===== src/rtl/rcfb_pkg.sv =====
// Shared types, constants and the CRC byte step for the remote command frame builder.
`default_nettype none

package rcfb_pkg;

    // Frame geometry
    localparam int FRAME_LEN = 14;
    localparam int BODY_LEN  = 12;
    localparam int POS_W     = 4;
    localparam logic [POS_W-1:0] LAST_POS = POS_W'(FRAME_LEN - 1);
    localparam logic [POS_W-1:0] BODY_END = POS_W'(BODY_LEN);

    // Configuration port geometry
    localparam int PADDR_W = 5;
    localparam int PDATA_W = 32;

    // Register indexes
    localparam logic [2:0] REG_DEVICE_ID        = 3'd0;
    localparam logic [2:0] REG_GROUP_NIBBLE     = 3'd1;
    localparam logic [2:0] REG_DEFAULT_ARG2     = 3'd2;
    localparam logic [2:0] REG_ARG2_PAIR_ONLY   = 3'd3;
    localparam logic [2:0] REG_XOR_ONE_MODE     = 3'd4;
    localparam logic [2:0] REG_HEADER_LEAD_BYTE = 3'd5;

    // Register reset values
    localparam logic [7:0] DEFAULT_ARG2_RST     = 8'h83;
    localparam logic [7:0] HEADER_LEAD_BYTE_RST = 8'h77;

    // Command codes
    localparam logic [7:0] CMD_PAIR      = 8'h28;
    localparam logic [7:0] CMD_PASS_ARG2 = 8'h22;
    localparam logic [7:0] CMD_NOARG_A   = 8'h12;
    localparam logic [7:0] CMD_NOARG_B   = 8'h13;
    localparam logic [7:0] CMD_NOARG_C   = 8'h1E;
    localparam logic [7:0] CMD_NOARG_D   = 8'h1F;

    // CRC-16 settings
    localparam logic [15:0] CRC_POLY     = 16'h1021;
    localparam logic [15:0] CRC_INIT_XOR = 16'hFFFF;

    typedef logic [7:0] byte_t;

    typedef struct packed {
        logic [23:0] device_id;
        logic [3:0]  group_nibble;
        logic [7:0]  default_arg2;
        logic        arg2_pair_only;
        logic        xor_one_mode;
        logic [7:0]  header_lead_byte;
    } cfg_t;

    typedef struct packed {
        logic [7:0]  command_code;
        logic [7:0]  arg_zero;
        logic [7:0]  arg_one;
        logic [7:0]  arg_two;
        logic [7:0]  param_byte;
        logic [7:0]  transmit_count;
        logic [15:0] seed_value;
    } cmd_t;

    // Source of the next frame byte
    typedef enum logic [2:0] {
        SEL_BODY   = 3'b001,
        SEL_CRC_LO = 3'b010,
        SEL_CRC_HI = 3'b100
    } byte_sel_t;

    // Controller to datapath
    typedef struct packed {
        logic      load;
        logic      advance;
        byte_sel_t byte_sel;
        logic      last;
    } dp_cmd_t;

    // Datapath to controller
    typedef struct packed {
        logic slot_free;
    } dp_status_t;

    // One byte of CRC-16, polynomial 0x1021, MSB first
    function automatic logic [15:0] crc_byte(input logic [15:0] crc_in, input byte_t b);
        logic [15:0] c;
        c = crc_in ^ {b, 8'h00};
        for (int k = 0; k < 8; k++) begin
            if (c[15])
                c = {c[14:0], 1'b0} ^ CRC_POLY;
            else
                c = {c[14:0], 1'b0};
        end
        return c;
    endfunction

endpackage

`default_nettype wire


===== src/rtl/rcfb_if.sv =====
// Command and frame-byte channel interfaces with valid/ready handshake.
`default_nettype none

interface rcfb_cmd_if;
    logic        valid;
    logic        ready;
    logic [7:0]  command_code;
    logic [7:0]  arg_zero;
    logic [7:0]  arg_one;
    logic [7:0]  arg_two;
    logic [7:0]  param_byte;
    logic [7:0]  transmit_count;
    logic [15:0] seed_value;

    modport source (
        output valid, command_code, arg_zero, arg_one, arg_two, param_byte,
               transmit_count, seed_value,
        input  ready
    );
    modport sink (
        input  valid, command_code, arg_zero, arg_one, arg_two, param_byte,
               transmit_count, seed_value,
        output ready
    );
endinterface

interface rcfb_frame_if;
    logic       valid;
    logic       ready;
    logic [7:0] frame_byte;
    logic       last_byte;

    modport source (output valid, frame_byte, last_byte, input ready);
    modport sink (input valid, frame_byte, last_byte, output ready);
endinterface

`default_nettype wire


===== src/rtl/remote_command_frame_builder_top.sv =====
// Top level of the remote command frame builder.
//
//   channel     dir  handshake     payload
//   cmd_in      in   valid/ready   command_code, arg_zero..arg_two, param_byte,
//                                  transmit_count, seed_value
//   frame_out   out  valid/ready   frame_byte, last_byte
//   apb         in   psel/penable  paddr[4:2] selects register, pwdata, prdata
//
// One command yields fourteen byte requests, one per cycle when frame_out is ready:
// the command is accepted first, and then its fourteen byte slots follow.
// A new command is taken once the last byte is loaded into the output register.
// The CRC folds in one body byte per cycle, unless frame_out stalls, as that byte is loaded for output.
// A stall on frame_out holds the output register and the sequencer.
// Reset (rst_n low, asynchronous) empties the output and returns to idle.
`default_nettype none

module remote_command_frame_builder_top (
    input  wire logic                         clk,
    input  wire logic                         rst_n,
    input  wire logic                         psel,
    input  wire logic                         penable,
    input  wire logic                         pwrite,
    input  wire logic [rcfb_pkg::PADDR_W-1:0] paddr,
    input  wire logic [rcfb_pkg::PDATA_W-1:0] pwdata,
    output      logic [rcfb_pkg::PDATA_W-1:0] prdata,
    output      logic                         pready,
    rcfb_cmd_if.sink                          cmd_in,
    rcfb_frame_if.source                      frame_out
);
    import rcfb_pkg::*;

    cfg_t       cfg;
    cmd_t       cmd_word;
    dp_cmd_t    ctl;
    dp_status_t status;
    logic       in_ready;

    assign cmd_word.command_code   = cmd_in.command_code;
    assign cmd_word.arg_zero       = cmd_in.arg_zero;
    assign cmd_word.arg_one        = cmd_in.arg_one;
    assign cmd_word.arg_two        = cmd_in.arg_two;
    assign cmd_word.param_byte     = cmd_in.param_byte;
    assign cmd_word.transmit_count = cmd_in.transmit_count;
    assign cmd_word.seed_value     = cmd_in.seed_value;
    assign cmd_in.ready            = in_ready;

    rcfb_regs u_regs (
        .clk     (clk),
        .rst_n   (rst_n),
        .psel    (psel),
        .penable (penable),
        .pwrite  (pwrite),
        .paddr   (paddr),
        .pwdata  (pwdata),
        .prdata  (prdata),
        .pready  (pready),
        .cfg     (cfg)
    );

    rcfb_ctrl u_ctrl (
        .clk      (clk),
        .rst_n    (rst_n),
        .in_valid (cmd_in.valid),
        .in_ready (in_ready),
        .status   (status),
        .cmd      (ctl)
    );

    rcfb_datapath u_dp (
        .clk       (clk),
        .rst_n     (rst_n),
        .cfg       (cfg),
        .cmd_in    (cmd_word),
        .ctl       (ctl),
        .status    (status),
        .out_valid (frame_out.valid),
        .out_ready (frame_out.ready),
        .out_byte  (frame_out.frame_byte),
        .out_last  (frame_out.last_byte)
    );

    // A taken command blocks the next one while its bytes go out
    a_busy_after_load: assert property (@(posedge clk) disable iff (!rst_n)
        (cmd_in.valid && in_ready) |=> !in_ready)
        else $error("command accepted while previous frame still in progress");

    // Never overwrite an output byte that has not been taken
    a_no_overwrite: assert property (@(posedge clk) disable iff (!rst_n)
        ctl.advance |-> (!frame_out.valid || frame_out.ready))
        else $error("output byte overwritten before it was taken");

    // The last marker goes only with the CRC high byte
    a_last_on_crc_hi: assert property (@(posedge clk) disable iff (!rst_n)
        (ctl.advance && ctl.last) |-> (ctl.byte_sel == SEL_CRC_HI))
        else $error("last marker on a byte other than the CRC high byte");

    // Loading and emitting never coincide
    a_load_excl_advance: assert property (@(posedge clk) disable iff (!rst_n)
        !(ctl.load && ctl.advance))
        else $error("load and advance in the same cycle");

endmodule

`default_nettype wire


===== src/rtl/rcfb_regs.sv =====
// APB-style configuration register file.
`default_nettype none

module rcfb_regs (
    input  wire logic                         clk,
    input  wire logic                         rst_n,
    input  wire logic                         psel,
    input  wire logic                         penable,
    input  wire logic                         pwrite,
    input  wire logic [rcfb_pkg::PADDR_W-1:0] paddr,
    input  wire logic [rcfb_pkg::PDATA_W-1:0] pwdata,
    output      logic [rcfb_pkg::PDATA_W-1:0] prdata,
    output      logic                         pready,
    output      rcfb_pkg::cfg_t               cfg
);
    import rcfb_pkg::*;

    cfg_t       cfg_reg;
    logic       wr_en;
    logic [2:0] reg_idx;

    assign pready  = 1'b1;
    assign wr_en   = psel & penable & pwrite & pready;
    assign reg_idx = paddr[PADDR_W-1:2];
    assign cfg     = cfg_reg;

    // Write the addressed register; drop writes beyond the list
    always_ff @(posedge clk or negedge rst_n)
    begin
        if (!rst_n)
        begin
            cfg_reg.device_id        <= '0;
            cfg_reg.group_nibble     <= '0;
            cfg_reg.default_arg2     <= DEFAULT_ARG2_RST;
            cfg_reg.arg2_pair_only   <= 1'b0;
            cfg_reg.xor_one_mode     <= 1'b0;
            cfg_reg.header_lead_byte <= HEADER_LEAD_BYTE_RST;
        end
        else if (wr_en)
        begin
            case (reg_idx)
                REG_DEVICE_ID:        cfg_reg.device_id        <= pwdata[23:0];
                REG_GROUP_NIBBLE:     cfg_reg.group_nibble     <= pwdata[3:0];
                REG_DEFAULT_ARG2:     cfg_reg.default_arg2     <= pwdata[7:0];
                REG_ARG2_PAIR_ONLY:   cfg_reg.arg2_pair_only   <= pwdata[0];
                REG_XOR_ONE_MODE:     cfg_reg.xor_one_mode     <= pwdata[0];
                REG_HEADER_LEAD_BYTE: cfg_reg.header_lead_byte <= pwdata[7:0];
                default:              ;
            endcase
        end
    end

    // Return the addressed register, zero beyond the list
    always_comb
    begin
        case (reg_idx)
            REG_DEVICE_ID:        prdata = PDATA_W'(cfg_reg.device_id);
            REG_GROUP_NIBBLE:     prdata = PDATA_W'(cfg_reg.group_nibble);
            REG_DEFAULT_ARG2:     prdata = PDATA_W'(cfg_reg.default_arg2);
            REG_ARG2_PAIR_ONLY:   prdata = PDATA_W'(cfg_reg.arg2_pair_only);
            REG_XOR_ONE_MODE:     prdata = PDATA_W'(cfg_reg.xor_one_mode);
            REG_HEADER_LEAD_BYTE: prdata = PDATA_W'(cfg_reg.header_lead_byte);
            default:              prdata = '0;
        endcase
    end

endmodule

`default_nettype wire


===== src/rtl/rcfb_ctrl.sv =====
// Frame sequencer: accepts a command and steps through the fourteen byte slots.
`default_nettype none

module rcfb_ctrl (
    input  wire logic                 clk,
    input  wire logic                 rst_n,
    input  wire logic                 in_valid,
    output      logic                 in_ready,
    input  wire rcfb_pkg::dp_status_t status,
    output      rcfb_pkg::dp_cmd_t    cmd
);
    import rcfb_pkg::*;

    typedef enum logic [1:0] {
        ST_IDLE = 2'b01,
        ST_EMIT = 2'b10
    } state_t;

    state_t            state_reg, state_next;
    logic [POS_W-1:0]  pos_reg, pos_next;

    assign in_ready    = (state_reg == ST_IDLE);
    assign cmd.load    = in_ready & in_valid;
    assign cmd.advance = (state_reg == ST_EMIT) & status.slot_free;
    assign cmd.last    = (pos_reg == LAST_POS);

    // Pick the byte source from the slot index
    assign cmd.byte_sel = (pos_reg < BODY_END)  ? SEL_BODY   :
                          (pos_reg == BODY_END) ? SEL_CRC_LO : SEL_CRC_HI;

    // Advance the slot index, return to idle after the last byte
    always_comb
    begin
        state_next = state_reg;
        pos_next   = pos_reg;
        case (state_reg)
            ST_IDLE:
            begin
                if (cmd.load)
                begin
                    state_next = ST_EMIT;
                    pos_next   = '0;
                end
            end
            ST_EMIT:
            begin
                if (cmd.advance)
                begin
                    if (cmd.last)
                    begin
                        state_next = ST_IDLE;
                        pos_next   = '0;
                    end
                    else
                    begin
                        pos_next = pos_reg + 1'b1;
                    end
                end
            end
            default:
            begin
                state_next = ST_IDLE;
                pos_next   = '0;
            end
        endcase
    end

    always_ff @(posedge clk or negedge rst_n)
    begin
        if (!rst_n)
        begin
            state_reg <= ST_IDLE;
            pos_reg   <= '0;
        end
        else
        begin
            state_reg <= state_next;
            pos_reg   <= pos_next;
        end
    end

endmodule

`default_nettype wire


===== src/rtl/rcfb_datapath.sv =====
// Frame body latch, running CRC and the registered output byte.
`default_nettype none

module rcfb_datapath (
    input  wire logic                 clk,
    input  wire logic                 rst_n,
    input  wire rcfb_pkg::cfg_t       cfg,
    input  wire rcfb_pkg::cmd_t       cmd_in,
    input  wire rcfb_pkg::dp_cmd_t    ctl,
    output      rcfb_pkg::dp_status_t status,
    output      logic                 out_valid,
    input  wire logic                 out_ready,
    output      logic [7:0]           out_byte,
    output      logic                 out_last
);
    import rcfb_pkg::*;

    byte_t       frame_reg [BODY_LEN];
    byte_t       body [BODY_LEN];
    logic [15:0] crc_reg;
    logic        out_valid_reg, out_valid_next;
    byte_t       out_byte_reg;
    logic        out_last_reg;
    byte_t       next_byte;
    logic        pair;
    byte_t       seed_lo;
    byte_t       id_lo;
    byte_t       id_nib;
    byte_t       arg2_sel;

    assign pair    = (cmd_in.command_code == CMD_PAIR);
    assign seed_lo = cmd_in.seed_value[7:0];
    assign id_lo   = cfg.device_id[7:0];
    assign id_nib  = {cfg.device_id[15:12], 4'h0};

    // Choose arg2 by the injection rules
    always_comb
    begin
        if (cmd_in.command_code == CMD_PASS_ARG2)
            arg2_sel = cmd_in.arg_two;
        else if (pair)
            arg2_sel = cfg.default_arg2;
        else if (!cfg.arg2_pair_only
                 && cmd_in.command_code != CMD_NOARG_A
                 && cmd_in.command_code != CMD_NOARG_B
                 && cmd_in.command_code != CMD_NOARG_C
                 && cmd_in.command_code != CMD_NOARG_D)
            arg2_sel = cfg.default_arg2;
        else
            arg2_sel = 8'h00;
    end

    // Assemble the twelve body bytes
    always_comb
    begin
        body[0]  = cmd_in.command_code;
        body[1]  = id_lo;
        body[2]  = {cfg.device_id[15:12], cfg.group_nibble};
        body[3]  = pair ? id_lo : cmd_in.arg_zero;
        body[4]  = pair ? id_nib : cmd_in.arg_one;
        body[5]  = arg2_sel;
        body[6]  = cmd_in.transmit_count;
        body[7]  = (pair && cfg.default_arg2 == 8'h00) ? cfg.header_lead_byte
                                                        : cmd_in.param_byte;
        body[8]  = cfg.xor_one_mode ? (seed_lo ^ 8'h01) : (seed_lo ^ cfg.device_id[23:16]);
        body[9]  = cfg.xor_one_mode ? (seed_lo ^ 8'h01) : seed_lo;
        body[10] = seed_lo;
        body[11] = cmd_in.seed_value[15:8];
    end

    // Latch the body on load, shift one byte out per slot
    always_ff @(posedge clk)
    begin
        if (ctl.load)
        begin
            for (int i = 0; i < BODY_LEN; i++)
                frame_reg[i] <= body[i];
        end
        else if (ctl.advance)
        begin
            for (int i = 0; i < BODY_LEN - 1; i++)
                frame_reg[i] <= frame_reg[i+1];
        end
    end

    // Seed the CRC on load, fold in each body byte as it goes out
    always_ff @(posedge clk or negedge rst_n)
    begin
        if (!rst_n)
            crc_reg <= '0;
        else if (ctl.load)
            crc_reg <= cmd_in.seed_value ^ CRC_INIT_XOR;
        else if (ctl.advance && ctl.byte_sel == SEL_BODY)
            crc_reg <= crc_byte(crc_reg, frame_reg[0]);
    end

    always_comb
    begin
        case (ctl.byte_sel)
            SEL_BODY:   next_byte = frame_reg[0];
            SEL_CRC_LO: next_byte = crc_reg[7:0];
            SEL_CRC_HI: next_byte = crc_reg[15:8];
            default:    next_byte = frame_reg[0];
        endcase
    end

    // Output slot: fill on advance, empty when the request is taken
    assign status.slot_free = !out_valid_reg || out_ready;

    always_comb
    begin
        if (ctl.advance)
            out_valid_next = 1'b1;
        else if (out_ready)
            out_valid_next = 1'b0;
        else
            out_valid_next = out_valid_reg;
    end

    always_ff @(posedge clk or negedge rst_n)
    begin
        if (!rst_n)
            out_valid_reg <= 1'b0;
        else
            out_valid_reg <= out_valid_next;
    end

    always_ff @(posedge clk)
    begin
        if (ctl.advance)
        begin
            out_byte_reg <= next_byte;
            out_last_reg <= ctl.last;
        end
    end

    assign out_valid = out_valid_reg;
    assign out_byte  = out_byte_reg;
    assign out_last  = out_last_reg;

endmodule

`default_nettype wire


===== src/flat_wrapper.sv =====
// flat-port wrapper written by rule: the top's interface ports become plain ports
module remote_command_frame_builder_top_flat import rcfb_pkg::*;
  (clk, rst_n, psel, penable, pwrite, paddr, pwdata, prdata, pready, cmd_in_valid, cmd_in_command_code, cmd_in_arg_zero, cmd_in_arg_one, cmd_in_arg_two, cmd_in_param_byte, cmd_in_transmit_count, cmd_in_seed_value, cmd_in_ready, frame_out_valid, frame_out_frame_byte, frame_out_last_byte, frame_out_ready);
  rcfb_cmd_if cmd_in_i ();
  rcfb_frame_if frame_out_i ();
  input  wire logic clk;
  input  wire logic rst_n;
  input  wire logic psel;
  input  wire logic penable;
  input  wire logic pwrite;
  input  wire logic [rcfb_pkg::PADDR_W-1:0] paddr;
  input  wire logic [rcfb_pkg::PDATA_W-1:0] pwdata;
  output      logic [rcfb_pkg::PDATA_W-1:0] prdata;
  output      logic pready;
  input wire logic [$bits(cmd_in_i.valid)-1:0] cmd_in_valid;
  input wire logic [$bits(cmd_in_i.command_code)-1:0] cmd_in_command_code;
  input wire logic [$bits(cmd_in_i.arg_zero)-1:0] cmd_in_arg_zero;
  input wire logic [$bits(cmd_in_i.arg_one)-1:0] cmd_in_arg_one;
  input wire logic [$bits(cmd_in_i.arg_two)-1:0] cmd_in_arg_two;
  input wire logic [$bits(cmd_in_i.param_byte)-1:0] cmd_in_param_byte;
  input wire logic [$bits(cmd_in_i.transmit_count)-1:0] cmd_in_transmit_count;
  input wire logic [$bits(cmd_in_i.seed_value)-1:0] cmd_in_seed_value;
  output wire logic [$bits(cmd_in_i.ready)-1:0] cmd_in_ready;
  output wire logic [$bits(frame_out_i.valid)-1:0] frame_out_valid;
  output wire logic [$bits(frame_out_i.frame_byte)-1:0] frame_out_frame_byte;
  output wire logic [$bits(frame_out_i.last_byte)-1:0] frame_out_last_byte;
  input wire logic [$bits(frame_out_i.ready)-1:0] frame_out_ready;
  assign cmd_in_i.valid = cmd_in_valid;
  assign cmd_in_i.command_code = cmd_in_command_code;
  assign cmd_in_i.arg_zero = cmd_in_arg_zero;
  assign cmd_in_i.arg_one = cmd_in_arg_one;
  assign cmd_in_i.arg_two = cmd_in_arg_two;
  assign cmd_in_i.param_byte = cmd_in_param_byte;
  assign cmd_in_i.transmit_count = cmd_in_transmit_count;
  assign cmd_in_i.seed_value = cmd_in_seed_value;
  assign cmd_in_ready = cmd_in_i.ready;
  assign frame_out_valid = frame_out_i.valid;
  assign frame_out_frame_byte = frame_out_i.frame_byte;
  assign frame_out_last_byte = frame_out_i.last_byte;
  assign frame_out_i.ready = frame_out_ready;
  remote_command_frame_builder_top u_core (.clk(clk), .rst_n(rst_n), .psel(psel), .penable(penable), .pwrite(pwrite), .paddr(paddr), .pwdata(pwdata), .prdata(prdata), .pready(pready), .cmd_in(cmd_in_i), .frame_out(frame_out_i));
endmodule

===== config.mk =====
export PLATFORM = sky130hd
export DESIGN_NAME = remote_command_frame_builder_top_flat
export DESIGN_NICKNAME = d
export VERILOG_FILES = /design/src/rtl/rcfb_pkg.sv /design/src/rtl/rcfb_if.sv /design/src/rtl/remote_command_frame_builder_top.sv /design/src/rtl/rcfb_regs.sv /design/src/rtl/rcfb_ctrl.sv /design/src/rtl/rcfb_datapath.sv /design/src/flat_wrapper.sv
export SDC_FILE = /design/constraint.sdc
export NUM_CORES = 1
export LEC_CHECK = 0
export ABC_CLOCK_PERIOD_IN_PS = 4550
export BUFFER_PORTS_ARGS = -buffer_cell sky130_fd_sc_hd__buf_2
export CAP_MARGIN = 30
export CELL_PAD_IN_SITES_DETAIL_PLACEMENT = 1
export CELL_PAD_IN_SITES_GLOBAL_PLACEMENT = 2
export CORE_ASPECT_RATIO = 0.7
export CORE_MARGIN = 5
export CORE_UTILIZATION = 30
export DETAILED_ROUTE_END_ITERATION = 12
export PLACE_DENSITY_LB_ADDON = 0.1
export SLEW_MARGIN = 20
export SYNTH_ARGS = -nofsm -noshare
export SYNTH_HDL_FRONTEND = slang
export SYNTH_SLANG_ARGS = --single-unit

===== constraint.sdc =====
create_clock -name clk -period 4.55 [get_ports clk]
set_input_delay 0.455 -clock clk [delete_from_list [all_inputs] [get_ports clk]]
set_output_delay 0.455 -clock clk [all_outputs]
set_load 0.02 [all_outputs]

==> results by stage, run 1 <==
Status:
- The flow ran to the end, and the final reports show no timing, DRC or antenna violations.

Synth:
- Synthesis instantiated 52 different standard cells from the library.
- The most instantiated library cell after synthesis is nand2_1.
- Of the synthesized area, sequential elements account for 0.580.
- The synthesized flop and latch total is 174.
- The share of flip-flops with an asynchronous set or reset after synthesis is 0.397.
- The commonest cells after synthesis are nand2_1 (178), edfxtp_1 (105), dfrtp_1 (59), mux2_2 (56), o21ai_0 (51).
- After synthesis, the largest family of logic cells by area is simple AND/OR/NAND/NOR gates.
- The average cell area after synthesis is 11.8 sq um.
- Synthesis produced 716 cells.
- Of the total synthesized cell area, the portion taken by full adders, half adders and majority gates is 0.
- Of the post-synthesis cell area, the dominant cell type holds 0.374.
- The cell area that synthesis handed to floorplanning was 8440 sq um.
- In the synthesized netlist the dominant register cell turns out to be edfxtp_1.
- Of the total synthesized cell area, the portion taken by AND, OR, NAND and NOR gates is 0.150.
- Of the total synthesized cell area, the portion taken by XOR and XNOR cells is 0.0455.
- Measured against the total synthesized area, the mux share comes to 0.132.
- Yosys mapped a number of flops with a built-in enable equal to 105.
- Yosys printed 0 warnings.
- The synthesized design spends more area on one cell type than any other, namely edfxtp_1.
- The compound-gate portion of the synthesized area is 0.0620.
- In the post-synthesis netlist, the biggest area contributors are edfxtp_1 (37%), dfrtp_1 (17%), nand2_1 (7.9%).

STA:
- The worst setup skew after layout is 0.0111 ns.
- Setup repair after global routing left no endpoint under its margin.
- The max-slew violation count is 0.
- At the pin with the least slew margin, the transition time is 0.858 ns.
- The upper clock frequency limit is 369 MHz.
- Dividing the final minimum period by the clock period gives 0.596.
- The hold violation count in the final report is 0.
- The shortest clock period the worst path allows after layout is 2.71 ns.
- Measured against its own limit, the worst slew margin works out to 0.424.
- The sum of negative setup slack is 0 ns.
- Setup violations remaining at the end of the flow were counted as 0.

Run:
- The max-cap check violation count is 0.

Floorplanning:
- The chip width is 210 um.
- The number of cell rows is 51.
- 152 I/O pins were placed.
- The starting utilization of the core area is 0.304.
- The height of the die is 150 um.
- The area of the die is 31600 sq um.
- The total area inside the core boundary comes to 27800 sq um.

Power and ir drop:
- The static power due to leakage is 4.39 nW.
- The peak supply drop is 0.000282 V.
- The power density relative to cell area is 605 nW/um^2.
- The clock power share is 0.245.
- Of the total power, the share spent switching nets is 0.343.
- The relative contribution of sequential cells to total power is 0.446.
- The power dissipated by switching net loads is 2.09 mW.
- The total power draw is 6.09 mW.
- The cell-internal power is 4.00 mW.
- The share of total power dissipated in combinational logic is 0.309.

Clock tree:
- For this design, the CTS-stage hold fixing added 0 buffers.
- The clock slew seen by the registers of the worst setup and hold paths is 0.07 ns.
- The clock root buffer master is clkbuf_16.
- The CTS tree is done.
- The worst-case clock buffer depth is 2.
- The post-cts repair resize count is 0.
- In this run, CTS created clock tree buffers numbering 17.
- Clock latency on the worst-skew pair, taken at its later pin, is 0.43 ns.
- The clock tree synthesis step divided the H-tree into 4 levels.
- The number of clock sinks is 174.
- After clock tree synthesis, the setup repair step added 0 buffers.

Critical path:
- The count of buffer and inverter cells on the critical path is 2.
- The largest delay contributor family on the critical path is simple AND/OR/NAND/NOR gates.
- The startpoint type of the worst setup path is a register.
- The kind of end point of the critical path is a register.
- The setup path with the least slack is of type reg2reg.
- Traced cell by cell, the critical path runs through nor2b_1 > nand2_1 > buf_4 > nand2_4 > buf_4.
- The peak fanout along the critical path is 50.
- The slowest cell on the critical path is nand2_4.
- The most numerous cell on the critical path is buf_4.
- The critical path's largest stage delay is 0.56 ns.
- The data required time of the critical path is 4.61 ns.
- The arrival time of data at the critical path endpoint is 2.77 ns.

Placed design:
- In this run, placement finished with an instance count of 1188.
- Summed over all nets, the half-perimeter wirelength after detailed placement is 19000 um.
- Routability-driven placement finished with a final weighted congestion of 0.794.
- The total of buffers placed on input and output ports is 132.

GRT:
- The number of antenna violations at the first check in global routing is 2.
- Entering global routing, the biggest net connects 71 pins.
- The total routing usage reported by global routing is 0.164.
- The first global-routing pass estimated 39100 um of wire.
- The via count of the first global-routing pass was 6282.
- After global routing the overflow that remains totals 0.

Finish:
- The share of layout cells above drive strength 1 is 0.303.
- From synthesis to final layout, the design area changed by 19.3%.
- At the end of the flow the core is filled with cells to 0.363.
- After the flow finishes, the layout carries non-filler instances totaling 1223.
- In the final design database the tool counted 946 nets.
- The flip-flop count of the largest register after layout is 96.

Drt:
- After detailed routing, the number of remaining DRC violations is 0.
- Before antenna repair, the detailed router went through 5 iterations.
- The remaining antenna violation count is 0.
- The routed layout has 5774 vias.
- The average wire per standard cell is 20.8 um.
- The number of DRC markers in iteration 0 is 243.
- The total detailed-routing wirelength is 25400 um.
- Using the TritonRoute via totals, the vias-per-cell ratio works out to 4.72.

Min path:
- The class of the worst hold path is in2reg.
[path summary, 6_finish.rpt]
| kind | slack, ns | depth (start not counted) | end | start |
|---|---|---|---|---|
| worst max register to register | 1.84 | 5 | u_core.u_dp.frame_reg[0][30] | u_core.u_ctrl.state_reg[0] |
| min in group asynchronous | 0.38 | 2 | u_core.u_regs.cfg[33] | rst_n |
| worst min register to register | 0.50 | 1 | u_core.u_regs.cfg[30] | u_core.u_regs.cfg[30] |
| worst max-delay path | 1.84 | 5 | u_core.u_dp.frame_reg[0][30] | u_core.u_ctrl.state_reg[0] |
| max in group asynchronous | 3.20 | 4 | u_core.u_ctrl.state_reg[0] | rst_n |
| worst min-delay path | 0.23 | 1 | u_core.u_dp.frame_reg[0][88] | cmd_in_seed_value[8] |
[metrics by stage]
stage               worst slack (ns)  hold slack (ns)  instance area, sq um
floorplan                      0.741            0.159                  8470
global placement                1.70            0.474                  9440
detailed placement              1.64            0.492                  9440
CTS                             1.80            0.148                 10000
global route                    1.69            0.208                 10100
finish                          1.84            0.228                 10100
[cells in the final DEF (no fill, tap or decap), drive strengths merged, types with 2 or more instances in the layout]
cell type  synthesis  routed
conb               2       9
nand2b             3       3
xor3               4       4
nor4b              4       4
a221o              8       8
nand2            179     179
dfstp             10      10
a21oi              7       7
or2                3       3
clkbuf            21      18
xor2               7       7
buf               25     141
xnor2             20      20
and2              19      19
nor4               4       4
edfxtp           105     105
o21ai             52      52
clkinvlp           0       5
bufinv             0       2
o211ai             7       7
xnor3              2       2
dfrtp             59      59
mux2i             46      46
mux2              56      56
nor3               3       3
nand3             14      14
nor2b             11      11
and3               9       9
clkinv             0       3
a22oi              5       5
nor2              14      14
inv                5       9
[power groups by stage]
| stage | Sequential, mW | Combinational (mW) | Clock (mW) |
|---|---|---|---|
| finish | 2.72 | 1.88 | 1.49 |
| detailed placement | 2.75 | 1.90 | 0 |
| global route | 2.78 | 2.09 | 1.60 |
| CTS | 2.72 | 1.91 | 1.53 |
| floorplan | 2.65 | 1.39 | 0 |
| global placement | 2.74 | 1.86 | 0 |
[layer usage]
metal,GRT usage,part of all wire,vias up
met5,0,0.00039,-
met2,0.239,0.43,103
met3,0.0340,0.040,8
li1,-,-,2758
met1,0.252,0.52,2903
met4,0.0330,0.0062,2
[area by class of cell]
class	count	area [sq um]
fill	3080	17700
sequential	174	4890
multi-input combinational	498	3330
timing repair buffer	142	763
tap	371	464
clock buffer	18	429
clock inverter	14	161
inverter	5	18.8
antenna	1	2.50
[cells by family (layout without fill, tap and decap cells)]
family / count (synthesis) / count (layout)
compound gates: 85 / 85
xor+xnor: 33 / 33
buf+inv: 51 / 179
flops: 174 / 174
mux: 103 / 103
other cells: 2 / 10
simple gates: 268 / 268
(Power assumes the default switching activity.)
==> run 2, diff against run 1 <==
--- a/config.mk
+++ b/config.mk
@@ -5,7 +5,7 @@
 export SDC_FILE = /design/constraint.sdc
 export NUM_CORES = 1
 export LEC_CHECK = 0
-export ABC_CLOCK_PERIOD_IN_PS = 4550
+export ABC_CLOCK_PERIOD_IN_PS = 2200
 export BUFFER_PORTS_ARGS = -buffer_cell sky130_fd_sc_hd__buf_2
 export CAP_MARGIN = 30
 export CELL_PAD_IN_SITES_DETAIL_PLACEMENT = 1
==> constraint.sdc (replaced) <==
create_clock -name clk -period 2.2 [get_ports clk]
set_input_delay 0.22 -clock clk [delete_from_list [all_inputs] [get_ports clk]]
set_output_delay 0.22 -clock clk [all_outputs]
set_load 0.02 [all_outputs]
==> results by stage, run 2 (synthesis gave the netlist of run 1 again) <==
Status:
- The run finished with clean final reports.

Drt:
- After detailed routing, the total wire length is 25800 um.
- In this run, the number of DRC markers left after iteration 0 of detailed routing was 190.
- In this run the remaining antenna-violating nets after routing total 0.
- Dividing the detail-routed via count by the number of cells gives 4.69.
- The first detailed-routing pass ran for 4 iterations.
- In the final routed layout, each cell accounts on average for 20.3 um.
- The total via count in the routed design is 5964.
- The remaining design rule violation count is 0.

GRT:
- The via count of the first global-routing pass is 6563.
- For this run, the total global-route usage over all layers was measured as 0.168.
- The met2 usage is 0.245.
- The first-pass GRT wire length is 40000 um.
- After global routing, the most crowded layer is met1.
- For this run, global-route usage on met3 was measured as 0.0400.
- Entering global routing, the biggest net connects 64 pins.
- The global route total overflow is 0.
- The number of antenna violations at the first check in global routing is 1.
- The met1 track demand over resource in global routing is 0.255.

Critical path:
- The largest delay contributor family on the critical path is multiplexers.
- The critical path's largest stage delay is 0.50 ns.
- The largest individual stage delay along the critical path comes from the cell dfrtp_2.
- The slack of the worst reg-to-reg path is 0.23 ns.
- STA classifies the critical path startpoint as a register.
- STA puts the critical path data arrival time at 1.85 ns.
- Walking the worst path, the cells encountered are mux4_2 > mux2_2 > buf_2.
- Measured in cells, the most critical reg-to-reg path has a length of 5.
- The data required time of the critical path is 1.98 ns.
- The count of buffer and inverter cells on the critical path is 1.
- In this run the worst path has a maximum fanout of 11.
- The worst setup path is captured at an output pin.
- The endpoint identified for the worst register-to-register timing path is u_core.u_dp.frame_reg[0][57].
- The launching point of the worst reg2reg path is u_core.u_regs.cfg[16].
- By startpoint and endpoint, the worst setup path is classified as reg2out.

Power and ir drop:
- Across the VDD grid, the largest voltage drop is 0.000528 V.
- Power comes to 13.2 mW.
- The power density relative to cell area is 1240 nW/um^2.
- For this design the static power due to leakage is 4.67 nW.

Min path:
- The worst hold path belongs to the class in2reg.
- The worst hold path passes through 2 cells.
- The path with the worst hold slack has its endpoint at u_core.u_dp.crc_reg[4].
- The startpoint of the worst hold path is cmd_in_seed_value[4].

Floorplanning:
- The floorplan has 51 rows.
- The chip width is 210 um.
- The initial utilization of the core area, before any placement, comes to 0.304.
- 152 I/O pins were placed.
- Measured along the y axis, the die boundary spans 150 um.
- The core area is 27800 sq um.
- The area of the die is 31600 sq um.

STA:
- The final critical-path share of the clock period is 0.940.
- Between clock sinks in the finished design, the worst skew comes to 0.0141 ns.
- The shortest clock period the worst path allows after layout is 2.07 ns.
- The max-slew violation count came to 0.
- The sum of negative setup slack is 0 ns.
- The number of endpoints failing setup at the final stage is 0.
- The worst pin sits at a relative slew slack of 0.542.
- The worst-margin pin slew is 0.688 ns.
- Setup repair after global routing left no endpoint under its margin.
- The final critical-path setup slack is 0.132 ns.
- The upper clock frequency limit is 484 MHz.
- The hold violation count in the final report is 0.

Placed design:
- The total of buffers placed on input and output ports is 132.
- The post-placement cell area is 9740 sq um.
- The placer's final routability congestion estimate is 0.845.
- Detailed placement ended at an HPWL of 19500 um.
- The pre-CTS setup slack is 0.240 ns.

Finish:
- The net count reported at finish is 994.
- The register with the most flip-flops in the layout has 96 of them.
- Compared with the post-synthesis result, the final layout area differs by 25.9%.
- Leaving out fill and tap cells, the most frequent cells in the layout are nand2_1 (176), buf_2 (132), edfxtp_1 (105).
- The total non-filler cell area in the finished layout is 10600 sq um.
- The layout has 3045 filler cells.
- Of the cells placed in the final design, the portion with a size suffix greater than 1 is 0.318.
- The library cell used most frequently in the layout, excluding fill and tap cells, is nand2_1.

Clock tree:
- The worst-case clock buffer depth is 2.
- After clock tree synthesis, the clock-pin slew on the worst setup and hold paths is 0.06 ns.
- The cell sitting at the root of the clock tree is a clkbuf_16.
- The number of buffers added for setup after CTS is 0.
- The clock latency on the worst-skew pair is 0.44 ns.
- The number of buffers created by CTS is 17.
- The CTS H-tree depth is 4.
- The number of clock sinks is 174.
- TritonCTS built the clock tree.

Run:
- The tool flagged a number of max-cap violations equal to 0.
run 2: cell count changes in the layout (fill, tap and decap cells not counted), moves of 2 or more:
cell           change
dlygate4sd3_1     +23
buf_4             +19
buf_12             +6
clkinv_2           +4
bufinv_16          +3
clkinvlp_4         -3
clkinv_4           -2
run 2: per-layer routing:
metal / vias up / wire [um]
met5: - / 20
met4: 2 / 195
met3: 15 / 866
met2: 89 / 11000
met1: 3004 / 13700
li1: 2854 / -
run 2: cell type report:
class	instances	area, sq um	share of cell area
multi-input combinational	498	3350	0.315
tap	371	464	0.0437
timing repair buffer	190	1260	0.118
antenna	1	2.50	0.000236
inverter	5	18.8	0.00177
clock inverter	15	216	0.0204
clock buffer	17	425	0.0400
sequential	174	4890	0.461
run 2: worst max path at each step:
stage / end / startpoint / cells after the start / slack, ns
CTS: prdata[0] / u_core.u_regs.cfg[8] / 3 / 0.009
floorplan: u_core.u_dp.frame_reg[0][0] / u_core.u_ctrl.state_reg[0] / 4 / 0.03
detailed placement: u_core.u_dp.frame_reg[0][57] / u_core.u_regs.cfg[16] / 5 / 0.24
global route: prdata[0] / u_core.u_regs.cfg[8] / 3 / 0.06
finish: prdata[0] / u_core.u_regs.cfg[8] / 3 / 0.13
global placement: u_core.u_dp.frame_reg[0][57] / u_core.u_regs.cfg[16] / 5 / 0.25
run 2: power by group:
part	internal, mW	leakage, nW	switching [mW]
logic	1.91	2.51	2.33
clock network	2.01	0.309	1.34
registers	4.94	1.85	0.683
run 2: metrics by stage:
step | hold WS (ns) | util | std cells
after floorplan | -0.0756 | - | 723
after global placement | 0.289 | 0.351 | 1214
after detailed placement | 0.300 | 0.351 | 1214
after CTS | 0.0172 | 0.383 | 1270
after global routing | 0.0239 | 0.383 | 1270
final | 0.0406 | 0.383 | 1271
run 2: what timing repair did:
item | 4_1_cts | 5_1_grt
gates resized for setup | 0 | 1
endpoints found under the hold margin | 49 | 0
hold buffers | 24 | 0
setup endpoints to repair | 0 | 1
